## src/azse_pkg.sv

```systemverilog
// ----------------------------------------------------------------------------
// Zero-sequence frame encoder package
// Types and constants shared by the front end, the queue and the back end.
// ----------------------------------------------------------------------------
package azse_pkg;

    // Field widths of one subframe and of one output word.
    localparam int DATA_W = 36;
    localparam int WORD_W = 37;
    localparam int HDR_W  = 24;

    // Zero runs: eight bits long, starting at positions 0 to 28, at most four.
    localparam int RUN_LEN        = 8;
    localparam int LAST_RUN_START = 28;
    localparam int NUM_STARTS     = LAST_RUN_START + 1;
    localparam int MAX_RUNS       = 4;
    localparam int POS_W          = 5;
    localparam int RUN_CNT_W      = 3;

    // Subframe position within a frame of eight.
    localparam int SUB_IDX_W = 3;
    localparam logic [SUB_IDX_W-1:0] FIRST_SUB = 3'd0;
    localparam logic [SUB_IDX_W-1:0] LAST_SUB  = 3'd7;

    // Header bits that follow the sixteen zeros: the one, then C1, C2 and C3.
    localparam logic [3:0] HDR_LEAD = 4'b1011;

    typedef logic [POS_W-1:0] run_pos_t;

    // One classified subframe as it waits between the front and back ends.
    typedef struct packed {
        logic [DATA_W-1:0]                data;
        run_pos_t [MAX_RUNS-1:0]          runs;
        logic [RUN_CNT_W-1:0]             run_count;
        logic [1:0]                       m;
        logic                             c4;
        logic                             c5;
        logic                             first;
        logic                             last;
    } item_t;

endpackage

```

## src/azse_front.sv

```systemverilog
// ----------------------------------------------------------------------------
// Zero-sequence frame encoder front end
// Accepts subframes, tracks the frame position and finds the zero runs.
// ----------------------------------------------------------------------------
module azse_front
(
    input  logic                          clk,
    input  logic                          rst_n,
    input  logic [azse_pkg::DATA_W-1:0]   data_bits,
    input  logic [1:0]                    m_bits,
    input  logic                          c4_bit,
    input  logic                          c5_bit,
    input  logic                          subframe_valid,
    output logic                          subframe_stall,
    input  logic                          q_full,
    output logic                          push,
    output azse_pkg::item_t               push_item
);

    localparam logic [azse_pkg::NUM_STARTS-1:0] RUN_MASK =
        azse_pkg::NUM_STARTS'((1 << azse_pkg::RUN_LEN) - 1);

    logic [azse_pkg::SUB_IDX_W-1:0]  sub_idx_reg;
    logic [azse_pkg::SUB_IDX_W-1:0]  sub_idx_next;
    logic [azse_pkg::NUM_STARTS-1:0] zero_at;
    logic [azse_pkg::NUM_STARTS-1:0] avail;
    azse_pkg::run_pos_t              pos;
    logic                            hit;
    azse_pkg::run_pos_t [azse_pkg::MAX_RUNS-1:0] runs;
    logic [azse_pkg::RUN_CNT_W-1:0]  run_count;

    // The queue takes an item whenever it has room.
    assign subframe_stall = q_full;
    assign push           = subframe_valid && !q_full;

    // One flag per start position: eight zero bits begin there.
    always_comb
    begin
        for (int p = 0; p < azse_pkg::NUM_STARTS; p++)
        begin
            zero_at[p] = ~|data_bits[azse_pkg::DATA_W-1-p -: azse_pkg::RUN_LEN];
        end
    end

    // Greedy run selection: take the lowest free start, then block the
    // seven starts that would overlap it, up to four times.
    always_comb
    begin
        avail     = zero_at;
        run_count = '0;
        runs      = '0;
        pos       = '0;
        hit       = 1'b0;
        for (int k = 0; k < azse_pkg::MAX_RUNS; k++)
        begin
            hit = 1'b0;
            pos = '0;
            for (int p = azse_pkg::NUM_STARTS - 1; p >= 0; p--)
            begin
                if (avail[p])
                begin
                    hit = 1'b1;
                    pos = azse_pkg::POS_W'(p);
                end
            end
            if (hit)
            begin
                runs[k]   = pos;
                run_count = run_count + 1'b1;
                avail     = avail & ~(RUN_MASK << pos);
            end
        end
    end

    // Item handed to the queue.
    always_comb
    begin
        push_item.data      = data_bits;
        push_item.runs      = runs;
        push_item.run_count = run_count;
        push_item.m         = m_bits;
        push_item.c4        = c4_bit;
        push_item.c5        = c5_bit;
        push_item.first     = (sub_idx_reg == azse_pkg::FIRST_SUB);
        push_item.last      = (sub_idx_reg == azse_pkg::LAST_SUB);
    end

    // Subframe counter, wrapping after the eighth subframe.
    always_comb
    begin
        sub_idx_next = sub_idx_reg;
        if (push)
        begin
            sub_idx_next = sub_idx_reg + 1'b1;
        end
    end

    always_ff @(posedge clk or negedge rst_n)
    begin
        if (!rst_n)
        begin
            sub_idx_reg <= '0;
        end
        else
        begin
            sub_idx_reg <= sub_idx_next;
        end
    end

endmodule

```

## src/azse_queue.sv

```systemverilog
// ----------------------------------------------------------------------------
// Zero-sequence frame encoder queue
// Short first-in first-out buffer of classified items between the two ends.
// ----------------------------------------------------------------------------
module azse_queue
#(
    parameter int DEPTH = 4
)
(
    input  logic            clk,
    input  logic            rst_n,
    input  logic            push,
    input  azse_pkg::item_t push_item,
    output logic            full,
    input  logic            pop,
    output logic            head_valid,
    output azse_pkg::item_t head_item
);

    localparam int PTR_W = (DEPTH > 1) ? $clog2(DEPTH) : 1;
    localparam int CNT_W = $clog2(DEPTH + 1);

    azse_pkg::item_t  entry_reg [DEPTH];
    logic [PTR_W-1:0] wr_ptr_reg;
    logic [PTR_W-1:0] wr_ptr_next;
    logic [PTR_W-1:0] rd_ptr_reg;
    logic [PTR_W-1:0] rd_ptr_next;
    logic [CNT_W-1:0] count_reg;
    logic [CNT_W-1:0] count_next;

    assign full       = (count_reg == CNT_W'(DEPTH));
    assign head_valid = (count_reg != '0);
    assign head_item  = entry_reg[rd_ptr_reg];

    // Pointer and fill count updates.
    always_comb
    begin
        wr_ptr_next = wr_ptr_reg;
        rd_ptr_next = rd_ptr_reg;
        count_next  = count_reg;
        if (push)
        begin
            wr_ptr_next = (wr_ptr_reg == PTR_W'(DEPTH - 1)) ? '0 : wr_ptr_reg + 1'b1;
        end
        if (pop)
        begin
            rd_ptr_next = (rd_ptr_reg == PTR_W'(DEPTH - 1)) ? '0 : rd_ptr_reg + 1'b1;
        end
        if (push && !pop)
        begin
            count_next = count_reg + 1'b1;
        end
        else if (pop && !push)
        begin
            count_next = count_reg - 1'b1;
        end
    end

    always_ff @(posedge clk or negedge rst_n)
    begin
        if (!rst_n)
        begin
            wr_ptr_reg <= '0;
            rd_ptr_reg <= '0;
            count_reg  <= '0;
        end
        else
        begin
            wr_ptr_reg <= wr_ptr_next;
            rd_ptr_reg <= rd_ptr_next;
            count_reg  <= count_next;
        end
    end

    // Entry storage; payload needs no reset.
    always_ff @(posedge clk)
    begin
        if (push)
        begin
            entry_reg[wr_ptr_reg] <= push_item;
        end
    end

endmodule

```

## src/azse_back.sv

```systemverilog
// ----------------------------------------------------------------------------
// Zero-sequence frame encoder back end
// Builds the header and the encoded subframe and drives the output register.
// ----------------------------------------------------------------------------
module azse_back
(
    input  logic                          clk,
    input  logic                          rst_n,
    input  logic                          head_valid,
    input  azse_pkg::item_t               head_item,
    output logic                          pop,
    output logic                          word_valid,
    input  logic                          word_stall,
    output logic [azse_pkg::WORD_W-1:0]   frame_word,
    output logic                          is_header,
    output logic                          frame_end
);

    localparam int SPAN_W = azse_pkg::POS_W + 1;

    logic                           hdr_sent_reg;
    logic                           hdr_sent_next;
    logic                           word_valid_reg;
    logic                           word_valid_next;
    logic [azse_pkg::WORD_W-1:0]    frame_word_reg;
    logic                           is_header_reg;
    logic                           frame_end_reg;
    logic                           load;
    logic                           emit_hdr;
    logic [azse_pkg::WORD_W-1:0]    hdr_word;
    logic [azse_pkg::WORD_W-1:0]    sub_word;
    logic [azse_pkg::DATA_W-1:0]    win;
    logic [azse_pkg::DATA_W-1:0]    body;
    logic [azse_pkg::DATA_W-1:0]    marker_word;
    logic [SPAN_W-1:0]              span;
    logic [SPAN_W-1:0]              start;
    logic [SPAN_W-1:0]              shift;
    logic [azse_pkg::RUN_CNT_W-1:0] final_idx;
    logic [azse_pkg::RUN_LEN-1:0]   marker;

    // The output register takes a new word when empty or being emptied.
    assign load     = head_valid && (!word_valid_reg || !word_stall);
    assign emit_hdr = head_item.first && !hdr_sent_reg;
    assign pop      = load && !emit_hdr;

    // Header: sixteen zeros, the lead bits, C4, C5 and the two M bits.
    assign hdr_word = azse_pkg::WORD_W'({azse_pkg::HDR_LEAD, head_item.c4,
                                         head_item.c5, head_item.m});

    // Subframe body. Everything up to the end of the last run moves eight
    // bits later, and each marker goes where the previous run ended.
    always_comb
    begin
        final_idx   = head_item.run_count - 1'b1;
        span        = {1'b0, head_item.runs[final_idx[1:0]]} + SPAN_W'(azse_pkg::RUN_LEN);
        win         = ~({azse_pkg::DATA_W{1'b1}} >> span);
        body        = (head_item.data & ~win) | ((head_item.data & win) >> azse_pkg::RUN_LEN);
        start       = '0;
        shift       = '0;
        marker      = '0;
        marker_word = '0;
        for (int k = 0; k < azse_pkg::MAX_RUNS; k++)
        begin
            if (azse_pkg::RUN_CNT_W'(k) < head_item.run_count)
            begin
                marker      = {1'b1, (azse_pkg::RUN_CNT_W'(k) == final_idx),
                               head_item.runs[k] + 1'b1, 1'b1};
                shift       = SPAN_W'(azse_pkg::DATA_W - azse_pkg::RUN_LEN) - start;
                marker_word = azse_pkg::DATA_W'(marker) << shift;
                body        = body | marker_word;
                start       = {1'b0, head_item.runs[k]} + SPAN_W'(azse_pkg::RUN_LEN);
            end
        end
        if (head_item.run_count == '0)
        begin
            sub_word = {1'b1, head_item.data};
        end
        else
        begin
            sub_word = {1'b0, body};
        end
    end

    // Control: header phase flag and output valid.
    always_comb
    begin
        hdr_sent_next   = hdr_sent_reg;
        word_valid_next = word_valid_reg;
        if (load)
        begin
            hdr_sent_next   = emit_hdr;
            word_valid_next = 1'b1;
        end
        else if (!word_stall)
        begin
            word_valid_next = 1'b0;
        end
    end

    always_ff @(posedge clk or negedge rst_n)
    begin
        if (!rst_n)
        begin
            hdr_sent_reg   <= 1'b0;
            word_valid_reg <= 1'b0;
        end
        else
        begin
            hdr_sent_reg   <= hdr_sent_next;
            word_valid_reg <= word_valid_next;
        end
    end

    // Output payload.
    always_ff @(posedge clk)
    begin
        if (load)
        begin
            frame_word_reg <= emit_hdr ? hdr_word : sub_word;
            is_header_reg  <= emit_hdr;
            frame_end_reg  <= !emit_hdr && head_item.last;
        end
    end

    assign word_valid = word_valid_reg;
    assign frame_word = frame_word_reg;
    assign is_header  = is_header_reg;
    assign frame_end  = frame_end_reg;

endmodule

```

## src/atrau_zero_sequence_frame_encoder.sv

```systemverilog
// ----------------------------------------------------------------------------
// Zero-sequence substituting frame encoder
// Encodes 36-bit subframes into 37-bit words and adds a frame header.
// ----------------------------------------------------------------------------
// Usage notes.
// The subframe channel (subframe_valid / subframe_stall) takes one 36-bit
// subframe per item, with the M, C4 and C5 bits used on the first subframe
// of each frame of eight. The word channel (word_valid / word_stall) gives
// one output item per cycle at most: the 24-bit header, marked by is_header,
// ahead of the first subframe of a frame, and one 37-bit word per subframe.
// Zero runs are found in the cycle an item is accepted; the item then waits
// in a short queue until the output stage builds its word.
// A subframe word passes through the queue and then the output register,
// after the header word when a frame starts. The input takes one item per cycle while the queue
// has room; the single output register carries nine words for every eight
// subframes, so a full frame occupies nine output words.
// When the receiver stalls, the output word holds and the queue fills; once
// it is full, subframe_stall rises.
// Reset clears the queue, the output valid and the subframe counter, so the
// first subframe after reset starts a new frame.
// ----------------------------------------------------------------------------
module atrau_zero_sequence_frame_encoder
#(
    parameter int QUEUE_DEPTH = 4
)
(
    input  logic                          clk,
    input  logic                          rst_n,
    input  logic                          subframe_valid,
    output logic                          subframe_stall,
    input  logic [azse_pkg::DATA_W-1:0]   data_bits,
    input  logic [1:0]                    m_bits,
    input  logic                          c4_bit,
    input  logic                          c5_bit,
    output logic                          word_valid,
    input  logic                          word_stall,
    output logic [azse_pkg::WORD_W-1:0]   frame_word,
    output logic                          is_header,
    output logic                          frame_end
);

    logic            q_full;
    logic            push;
    logic            pop;
    logic            head_valid;
    azse_pkg::item_t push_item;
    azse_pkg::item_t head_item;

    // Acceptance and run detection.
    azse_front u_front
    (
        .clk            (clk),
        .rst_n          (rst_n),
        .data_bits      (data_bits),
        .m_bits         (m_bits),
        .c4_bit         (c4_bit),
        .c5_bit         (c5_bit),
        .subframe_valid (subframe_valid),
        .subframe_stall (subframe_stall),
        .q_full         (q_full),
        .push           (push),
        .push_item      (push_item)
    );

    // Decoupling queue.
    azse_queue #(.DEPTH(QUEUE_DEPTH)) u_queue
    (
        .clk        (clk),
        .rst_n      (rst_n),
        .push       (push),
        .push_item  (push_item),
        .full       (q_full),
        .pop        (pop),
        .head_valid (head_valid),
        .head_item  (head_item)
    );

    // Word assembly and output register.
    azse_back u_back
    (
        .clk        (clk),
        .rst_n      (rst_n),
        .head_valid (head_valid),
        .head_item  (head_item),
        .pop        (pop),
        .word_valid (word_valid),
        .word_stall (word_stall),
        .frame_word (frame_word),
        .is_header  (is_header),
        .frame_end  (frame_end)
    );

`ifndef SYNTHESIS
    // A header word carries nothing above its lead bits and never ends a frame.
    a_header_form: assert property (@(posedge clk) disable iff (!rst_n)
        (word_valid && is_header) |->
            (frame_word[36:8] == '0 && frame_word[7:4] == azse_pkg::HDR_LEAD && !frame_end))
        else $error("header word malformed");

    // A taken header is followed at once by its subframe word.
    a_header_then_body: assert property (@(posedge clk) disable iff (!rst_n)
        (word_valid && !word_stall && is_header) |=> (word_valid && !is_header))
        else $error("header not followed by subframe word");

    // An encoded subframe with runs opens with a marker, whose first bit is one.
    a_marker_lead: assert property (@(posedge clk) disable iff (!rst_n)
        (word_valid && !is_header && !frame_word[36]) |-> frame_word[35])
        else $error("encoded subframe does not open with a marker");
`endif

endmodule

```

## config.mk

```make
export PLATFORM = sky130hd
export DESIGN_NAME = atrau_zero_sequence_frame_encoder
export DESIGN_NICKNAME = d
export VERILOG_FILES = /design/src/azse_pkg.sv /design/src/azse_front.sv /design/src/azse_queue.sv /design/src/azse_back.sv /design/src/atrau_zero_sequence_frame_encoder.sv
export SDC_FILE = /design/constraint.sdc
export NUM_CORES = 1
export LEC_CHECK = 0
export CAP_MARGIN = 30
export CORE_MARGIN = 4
export CORE_UTILIZATION = 55
export DETAILED_ROUTE_END_ITERATION = 7
export DONT_BUFFER_PORTS = 1
export MAX_ROUTING_LAYER = met4
export PLACE_DENSITY = 0.73
export SYNTH_ARGS = -nofsm -noshare
export SYNTH_HDL_FRONTEND = slang
export SYNTH_SLANG_ARGS = --single-unit
```

## constraint.sdc

```tcl
create_clock -name clk -period 5.5 [get_ports clk]
set_input_delay 1.1 -clock clk [delete_from_list [all_inputs] [get_ports clk]]
set_output_delay 1.1 -clock clk [all_outputs]
set_load 0.02 [all_outputs]
```

[After elaboration in Yosys (flattened, before gate mapping)]
Memories as Yosys holds them, arrays and structs flattened.
Index checks and enable logic that the tools add are counted.
Cells by class
  $lt $le $gt $ge: 5
  bitwise logic cells: 15
  multiplexer cells: 262
  shift-type cells: 7
  eq/ne operators: 8
  $add $sub $neg: 20
  reduce and logical (&&, ||, !) cells: 78
Operator list (count)
  5-bit 2-to-1 mux: 121
  8-bit OR reduction: 29
  36-bit 2-to-1 mux: 4
  36-bit OR: 4
  1-bit 2-to-1 mux: 121
  8-bit by 6-bit left shift with 36-bit output: 3
  29-bit bitwise AND: 3
  29-bit 2-to-1 mux: 3
  29-bit inverter: 3
  8-bit by 5-bit left shift with 29-bit output, first input constant: 3
  36-bit bitwise AND: 2
  36-bit inverter: 2
  37-bit 2-to-1 mux: 1
  1-bit logical NOT: 36
  36-bit by 28-bit OR with 36-bit output: 1
  36-bit by 6-bit right shift with 36-bit output, first input constant: 1
  5-bit by 4-bit adder with 6-bit output, second input constant: 4
  5-bit by 1-bit adder with 5-bit output, second input constant: 4
  6-bit 2-to-1 mux: 3
  5-bit by 6-bit subtractor with 6-bit output, first input constant: 3
  3-bit 2-to-1 mux: 5
  3-bit by 1-bit adder with 3-bit output, second input constant: 4
  5-bit binary-select mux with 2-bit select: 1
  3-bit logical NOT: 3
  17 further kinds: 31
Storage, ports and cells
  output and inout port bits: 41
  RAM bits: 260
  flip-flop bits (word level): 51
  input port bits: 44
  memories: 1
  word-level logic and storage cells: 406
Memories
  u_queue.entry_reg: depth 4, bits a word 65, rd ports 1, clocked after memory_dff 0, wr ports 1, RTL line azse_queue.sv:23  | azse_pkg::item_t entry_reg [DEPTH];

[Longest topological paths before layout]
Gate-level depths: netlist (run 1).
  depth in word-level cells: 130
  depth in mapped cells: 32
  gate-level depth less buffers: 30

[By module]
A second synthesis (run 1) with hierarchy kept.
Unflattened totals
  cells, all modules: 1842
  area total of the unflattened synthesis: 20702.4 um^2
Modules (own cells, without submodules)
  azse_queue: times used 1, cells an instance 377, sequential area each 7982.7 um^2, area an instance 9830.7 um^2
  azse_back: times used 1, cells an instance 841, sequential area each 1221.2 um^2, area an instance 6535.0 um^2
  azse_front: times used 1, cells an instance 624, sequential area each 75.1 um^2, area an instance 4336.7 um^2

[Worst setup path after synthesis (run 1)]
Ideal clock, no wire load.
  path type: input -> register
  start point: in data_bits[9] (netlist name)
  end point: mem u_queue.entry_reg[0][7] (netlist name), data pin
  stages on the path: 29
  path buffers: 3
  data required time: 5.227 ns
  path slack: -2.079 ns
  library setup time: 0.273 ns
  data arrival time: 7.306 ns
  path through: buf_2 > or4_4 > or4_4 > a21oi_4 > o311a_1 > o21bai_2 > buf_6 > a211o_4 > mux2i_4 > nor4b_4 > and4_1 > buf_2 > a21boi_1 > nor2_2 > ha_1 > nor2_1 > nor2_1 > a32oi_1 > nand2_1 > a311o_1 > nand3_2 > inv_1 > ha_1 > nor3_1 > or2_2 > a21oi_1 > nand2_1 > nor3_2 > mux2_1
RTL lines
  start, declared: RTL line atrau_zero_sequence_frame_encoder.sv:31  | input logic [azse_pkg::DATA_W-1:0] data_bits,
  end, declared: RTL line azse_queue.sv:23

==> metrics.log, run 1 <==
[metrics] number of standard cells after synthesis: roughly 1.7k
[metrics] die area: 37000 um2
[metrics] iteration-0 DRC count of the detailed router: 1682
[metrics] Distinct cells, synth: 114
[metrics] post-DP HPWL: roughly 47 mm
[metrics] effective utilization at floorplan: roughly 56%
[metrics] violated checks: negative setup slack
[metrics] worst max-slew margin expressed relative to the limit: between 30% and 40%
[metrics] count of buffering cells on the critical path with inverters included: 5
[metrics] router iterations before antenna repair: 8
[metrics] cells taking the most area after synthesis: sky130_fd_sc_hd__edfxtp_1 (48%), sky130_fd_sc_hd__mux4_2 (8.3%), sky130_fd_sc_hd__nand2_1 (3.8%)
[metrics] Core Region: 33500 um2
[metrics] max frequency: between 0.15 and 0.2 GHz
[metrics] cell area after layout: 23700 um2
[metrics] Worst Skew: 0.0275 ns
[metrics] number of flops mapped to enable cells by yosys: 299
[metrics] relative area change from synthesis to final layout: 26.7%
[metrics] TritonCTS clock tree: yes
[metrics] minimum period implied by the final worst setup slack: 6.60 ns
[metrics] Synth area leader: sky130_fd_sc_hd__edfxtp_1
[metrics] Die Y-Extent: 192 um
[metrics] clock latency of the later-clocked register in the worst-skew pair: about 0.57 ns
[metrics] Final period util: 120%
[metrics] worst setup margin: -1.10 ns
[metrics] worst r2r path cells: 16
[metrics] CTS max path bufs: 3
[metrics] flip-flop count of the largest register, all copies and words added: 260
[metrics] TritonCTS Buffers: 34
[metrics] vias after detailed routing: 16.3k
[metrics] top_reg_cell synth: sky130_fd_sc_hd__edfxtp_1
[metrics] number of register bits inferred by synthesis: around 310
[metrics] first-pass GRT wire length: 96.5 mm
[metrics] Placed Instance Area: between 20000 and 25000 um2
[metrics] All-Layer GR Usage: 35.7%
[metrics] reported max-cap violation count: 0
[metrics] maximum single-stage delay on the critical path: 0.67 ns
[metrics] transition time at the pin with the least slew margin: 0.956 ns
[metrics] clock transition at the registers of the reported paths: about 0.06 ns
[metrics] number of nets in the layout: 2065
[metrics] Finish-stage setup viols: 40
[metrics] critical path peak fanout: 14
[metrics] number of hold buffers added after cts: 0
[metrics] endpoint class of the critical path: flop
[metrics] R2R Setup Slk: 0.26 ns
[metrics] Syn Nets: 1738
[metrics] post-synthesis sequential area ratio: 49.7%
[metrics] via count of the first global-routing pass: 15.9k
[metrics] CTS H-tree depth: 2
[metrics] average detailed-routed wire length per instance: 26.4 um
[metrics] signal arrival time at the worst endpoint: 6.90 ns
[metrics] Fin. Hold Viols: 0
[metrics] final-report max-slew violation count: 0
[metrics] highest-delay cell along the critical path: sky130_fd_sc_hd__or4_1
[metrics] root buffer cell: sky130_fd_sc_hd__clkbuf_16
[metrics] number of clock sinks: 311
[metrics] last weighted congestion value of the routability-driven placer: 1.07
[metrics] initial antenna violation count: 0
[metrics] Worst setup SP type: input port
[metrics] Synth Cell Area: 18700 um2
[metrics] count of warnings emitted by yosys: 0
[metrics] average footprint of a synthesized cell: 11.3 um2
[metrics] post-route setup TNS: -34.18 ns
[metrics] commonest cells in the netlist: sky130_fd_sc_hd__edfxtp_1 (299), sky130_fd_sc_hd__nand2_1 (188), sky130_fd_sc_hd__nor2_1 (153)
[metrics] status: complete, but fails checks
[metrics] async set-reset flop share out of synthesis: under 10%
[metrics] leading cell type by number of instances after synthesis: sky130_fd_sc_hd__edfxtp_1
[metrics] class of the tightest hold or removal check: input port to asynchronous set/reset pin
[metrics] count of standard-cell rows: 67
[metrics] die outline width: 192 um
[metrics] number of nets still failing antenna checks after routing: 0
[metrics] count of port buffers added during placement: 0
[metrics] required time of the critical path: about 5.8 ns
[metrics] total wire length after detailed routing: 64.8 mm
[metrics] most prevalent standard cell on the critical path: sky130_fd_sc_hd__buf_4
[metrics] fraction of synthesized cell area taken by the top area cell type: 48.1%
[metrics] total overflow reported by the global router: 0
[metrics] minimum setup slack after placement: -1.94 ns
[metrics] Setup CP Type: input port to flop
[metrics] per-cell via count in the routed design: 6.63
[metrics] unrepaired setup endpoints after global routing: true
[metrics] proportion of layout cells with a drive suffix above 1: 32.5%
[metrics] dominant delay contributor by cell family on the critical path: simple AND/OR/NAND/NOR gates
[metrics] Worst path depth: 25
[metrics] post-route DRC violation count: 0
[metrics] core occupancy in the finished layout: 70.6%
[metrics] number of I/O pins: 85
[metrics] pin count of the biggest net entering global routing: 60
per-layer routing:
layer | GRT usage [%] | vias to the layer above | part of all wire [%]
met3 | 7.58 | 213 | 9.3
met1 | 45.7 | 7901 | 39
met5 | - | - | 0
li1 | - | 7159 | -
met2 | 56.7 | 981 | 47
met4 | 13.4 | 0 | 4.7
placed cells by master (no fill, tap or decap), types with 21 or more instances in the layout:
cell type	n
sky130_fd_sc_hd__nand3_1	57
sky130_fd_sc_hd__nor2_1	144
sky130_fd_sc_hd__edfxtp_1	299
sky130_fd_sc_hd__inv_1	32
sky130_fd_sc_hd__o21ai_0	81
sky130_fd_sc_hd__mux2i_1	22
sky130_fd_sc_hd__nor4_1	23
sky130_fd_sc_hd__xnor2_1	21
sky130_fd_sc_hd__buf_6	23
sky130_fd_sc_hd__a21oi_1	82
sky130_fd_sc_hd__clkbuf_16	34
sky130_fd_sc_hd__buf_4	331
sky130_fd_sc_hd__ha_1	35
sky130_fd_sc_hd__mux4_2	69
sky130_fd_sc_hd__nand2_1	182
sky130_fd_sc_hd__nor3_1	25
final timing paths:
path	from	to
max	data_bits[9]	u_queue.entry_reg[0][7]
min	rst_n	u_queue.wr_ptr_reg[0]
max reg2reg	u_queue.rd_ptr_reg[0]	u_back.frame_word[13]
min reg2reg	u_back.hdr_sent_reg	u_back.hdr_sent_reg
max in group asynchronous	rst_n	u_queue.rd_ptr_reg[0]
min in group clk	u_back.hdr_sent_reg	u_back.hdr_sent_reg
per-stage QoR:
step                hold WS [ns]  instances
floorplan                  0.442       1653
global placement           0.456       2355
detailed placement         0.464       2355
CTS                        0.197       2441
global route               0.194       2452
finish                     0.215       2453
repair_timing:
action | in CTS | in global routing
setup endpoints to repair | 52 | 57
resized for setup | 95 | 45
pin swaps | 67 | 30
buffers inserted | 27 | 11
cell type report:
class,instances,area (um2)
Inverter,45,181
Clock inverter,18,224
Timing Repair Buffer,358,2820
Multi-Input combinational cell,1230,9720
Fill cell,2409,9860
Clock buffer,42,881
Antenna cell,1,2.50
Tap cell,448,561
Sequential cell,311,9280
logic make-up (layout without fill, tap and decap cells):
logic type / count (synthesis) / count (layout) / share of synthesized area, %
other: 0 / 1 / 0
xor gates and xnor gates: 40 / 40 / 1.88
buffers and inverters: 112 / 463 / 2.45
and+or+nand+nor: 600 / 600 / 16.0
adders and majority gates: 41 / 41 / 2.79
muxes: 103 / 103 / 10.3
DFF: 311 / 311 / 49.7
AOI/OAI and AO/OA: 446 / 446 / 16.9
Power of run 1 is not shown: default switching activity piles up to over one toggle a cycle in this logic, so the estimate is an artifact.
==> run 2: changes to the inputs <==
--- a/config.mk
+++ b/config.mk
@@ -12,6 +12,8 @@
 export DONT_BUFFER_PORTS = 1
 export MAX_ROUTING_LAYER = met4
 export PLACE_DENSITY = 0.73
+export RECOVER_POWER = 50
+export SKIP_LAST_GASP = 1
 export SYNTH_ARGS = -nofsm -noshare
 export SYNTH_HDL_FRONTEND = slang
 export SYNTH_SLANG_ARGS = --single-unit
==> run 2 against run 1 <==
Net effect: worst setup slack lost 0.0033 ns; register-to-register slack got worse by 0.03 ns; via count increased by 0.53%; hold slack gained 0.00082 ns; routed wire length is 0.35% lower; non-clock buffer count rose by 1; utilization is essentially flat; the run ends with max-capacitance violations, max-slew violations, negative setup slack left; sequential share of layout area is essentially flat; sequential cell count did not move.
==> metrics.log, run 2 (synthesized netlist as in run 1, its figures left out) <==
[metrics] proportion of layout cells with a drive suffix above 1: 32.5% (about the same)
[metrics] grt peak-use layer: met2
[metrics] iteration-0 DRC count of the detailed router: 1770 (+5.2%)
[metrics] All-Layer GR Usage: 35.7% (about the same)
[metrics] dominant delay contributor by cell family on the critical path: simple AND/OR/NAND/NOR gates
[metrics] Setup CP Type: input port to flop
[metrics] critical path peak fanout: 14 (unchanged)
[metrics] worst max-slew margin expressed relative to the limit: -40.7% (-77 points)
[metrics] list of cells traversed by the critical path: or4_4 > or4_4 > a21oi_4 > buf_4 > o311a_4 > o21bai_4 > and2_1 > a31oi_4 > o211ai_1 > or4_1 > a21oi_4 > a221oi_4 > buf_4 > buf_6 > or4_4 > o31ai_4 > ha_4 > a21boi_1 > inv_1 > a21o_1 > and3_4 > nand4_4 > nor3_4 > mux2_4
[metrics] effective utilization at floorplan: 55.7% (unchanged)
[metrics] total overflow reported by the global router: 0 (unchanged)
[metrics] signal arrival time at the worst endpoint: 6.90 ns (about the same)
[metrics] commonest non-fill, non-tap cells in the layout: sky130_fd_sc_hd__buf_4 (331), sky130_fd_sc_hd__edfxtp_1 (299), sky130_fd_sc_hd__nand2_1 (181)
[metrics] class of the tightest hold or removal check: input port to asynchronous set/reset pin
[metrics] transition time at the pin with the least slew margin: 2.11 ns (+1.15 ns)
[metrics] reg-to-reg endpoint: u_back.frame_word[13]
[metrics] maximum single-stage delay on the critical path: 0.67 ns (about the same)
[metrics] unrepaired setup endpoints after global routing: true
[metrics] count of port buffers added during placement: 0 (unchanged)
[metrics] GR Layer Usage met1: 45.7% (unchanged)
[metrics] number of I/O pins: 85 (unchanged)
[metrics] required time of the critical path: 5.80 ns (about the same)
[metrics] count of buffering cells on the critical path with inverters included: 4 (-1)
[metrics] die area: 37000 um2 (unchanged)
[metrics] via count of the first global-routing pass: 15.9k (+0.025%)
[metrics] per-cell via count in the routed design: 6.66 (+0.45%)
[metrics] last weighted congestion value of the routability-driven placer: 1.07 (unchanged)
[metrics] flip-flop count of the largest register, all copies and words added: 260 (unchanged)
[metrics] count of standard-cell rows: 67 (unchanged)
[metrics] clock transition at the registers of the reported paths: 0.06 ns (about the same)
[metrics] highest-delay cell along the critical path: sky130_fd_sc_hd__or4_1
[metrics] post-DP HPWL: 47.3 mm (unchanged)
[metrics] first-pass GRT wire length: 96.5 mm (unchanged)
[metrics] vias after detailed routing: 16.3k (+0.53%)
[metrics] TritonCTS Buffers: 34 (unchanged)
[metrics] clock latency of the later-clocked register in the worst-skew pair: 0.57 ns (about the same)
[metrics] status: complete, but fails checks
[metrics] CTS H-tree depth: 2 (unchanged)
[metrics] Worst setup SP type: input port
[metrics] router iterations before antenna repair: 8 (unchanged)
[metrics] Finish-stage setup viols: 40 (unchanged)
[metrics] minimum period implied by the final worst setup slack: 6.60 ns (+0.00327 ns)
[metrics] initial antenna violation count: 0 (unchanged)
[metrics] minimum setup slack after placement: -1.94 ns (unchanged)
[metrics] CTS max path bufs: 3 (unchanged)
[metrics] Core Region: 33500 um2 (unchanged)
[metrics] most prevalent standard cell on the critical path: sky130_fd_sc_hd__or4_4
[metrics] relative area change from synthesis to final layout: 26.7% (about the same)
[metrics] endpoint class of the critical path: flop
[metrics] number of nets still failing antenna checks after routing: 0 (unchanged)
[metrics] worst r2r path cells: 16 (unchanged)
[metrics] beginning of the critical path: data_bits[9]
[metrics] reported max-cap violation count: 2 (+2)
[metrics] met2 track utilization from global routing: 56.7% (about the same)
[metrics] TritonCTS clock tree: yes
[metrics] number of nets in the layout: 2066 (+0.048%)
[metrics] worst setup margin: -1.10 ns (-0.00327 ns)
[metrics] leading cell type in the layout, fill and taps excluded: sky130_fd_sc_hd__buf_4
[metrics] average detailed-routed wire length per instance: 26.3 um (-0.43%)
[metrics] Final period util: 120% (about the same)
[metrics] max frequency: 0.151 GHz (about the same)
[metrics] Fin. Hold Viols: 0 (unchanged)
[metrics] met3 usage in global routing: 7.58% (unchanged)
[metrics] R2R Setup Slk: 0.23 ns (-0.03 ns)
[metrics] pin count of the biggest net entering global routing: 60 (unchanged)
[metrics] post-route DRC violation count: 0 (unchanged)
[metrics] Die Y-Extent: 192 um (unchanged)
[metrics] die outline width: 192 um (unchanged)
[metrics] violated checks: max-capacitance violations, max-slew violations, negative setup slack
[metrics] root buffer cell: sky130_fd_sc_hd__clkbuf_16
[metrics] fill cell instance count of the final layout: 2399 (-0.42%)
[metrics] origin of the critical flop-to-flop path: u_queue.rd_ptr_reg[0]
[metrics] final-report max-slew violation count: 103 (+103)
[metrics] total wire length after detailed routing: 64.5 mm (-0.35%)
[metrics] number of clock sinks: 311 (unchanged)
[metrics] Worst Skew: 0.0292 ns (+0.00165 ns)
==> run 2: how the worst max path moves through the flow <==
stage | end | slack (ns) | cells after the start
5_1_grt | u_queue.entry_reg[0][7] | -1.33 | 26
6_report | u_queue.entry_reg[0][7] | -1.10 | 24
3_3_place_gp | u_queue.entry_reg[0][7] | -1.79 | 23
4_1_cts | u_queue.entry_reg[0][7] | -1.11 | 24
2_1_floorplan | u_queue.entry_reg[0][7] | -1.70 | 27
3_5_place_dp | u_queue.entry_reg[1][7] | -1.94 | 26
==> run 2: routing by layer <==
layer,part of all wire [%],wire [um]
met5,0,0
met4,4.6,2990
met3,9.6,6200
met2,47,30400
met1,39,24900
==> run 2: metrics by stage <==
stage               utilization [%]  hold WS [ns]  TNS, ns  std cells  cell area [um2]
floorplan                         -         0.442   -52.87       1653            18900
global placement               64.5         0.456   -68.24       2355            21600
detailed placement             64.5         0.464   -73.82       2355            21600
CTS                            69.7         0.197   -32.05       2441            23400
global route                   70.6         0.194   -42.41       2453            23700
finish                         70.6         0.215   -34.12       2455            23700
==> run 2: final cells by class <==
type	instances	area, um2	area share [%]
timing repair buffer	359	2810	11.9
clock inverter	18	224	0.946
multi-input combinational	1230	9720	41.1
tap	448	561	2.37
clock buffer	42	881	3.72
sequential	311	9280	39.2
inverter	45	176	0.745
antenna	2	5.00	0.0211
==> run 2: worst register-to-register path, delay by kind of cell, from the launching register on <==
family	cells	cell delay (ns)
AOI/OAI and AO/OA	7	2.04
and+or+nand+nor	3	0.38
DFF	1	0.60
adders and majority gates	2	0.87
buffers and inverters	3	0.51
muxes	1	0.64
==> run 2: timing repair <==
action	in CTS	in global routing
pin swaps	66	35
resized for setup	90	49
hold buffers	0	0
setup endpoints to repair	52	57
setup buffers	27	12
Power of run 2 is left out for the same reason.
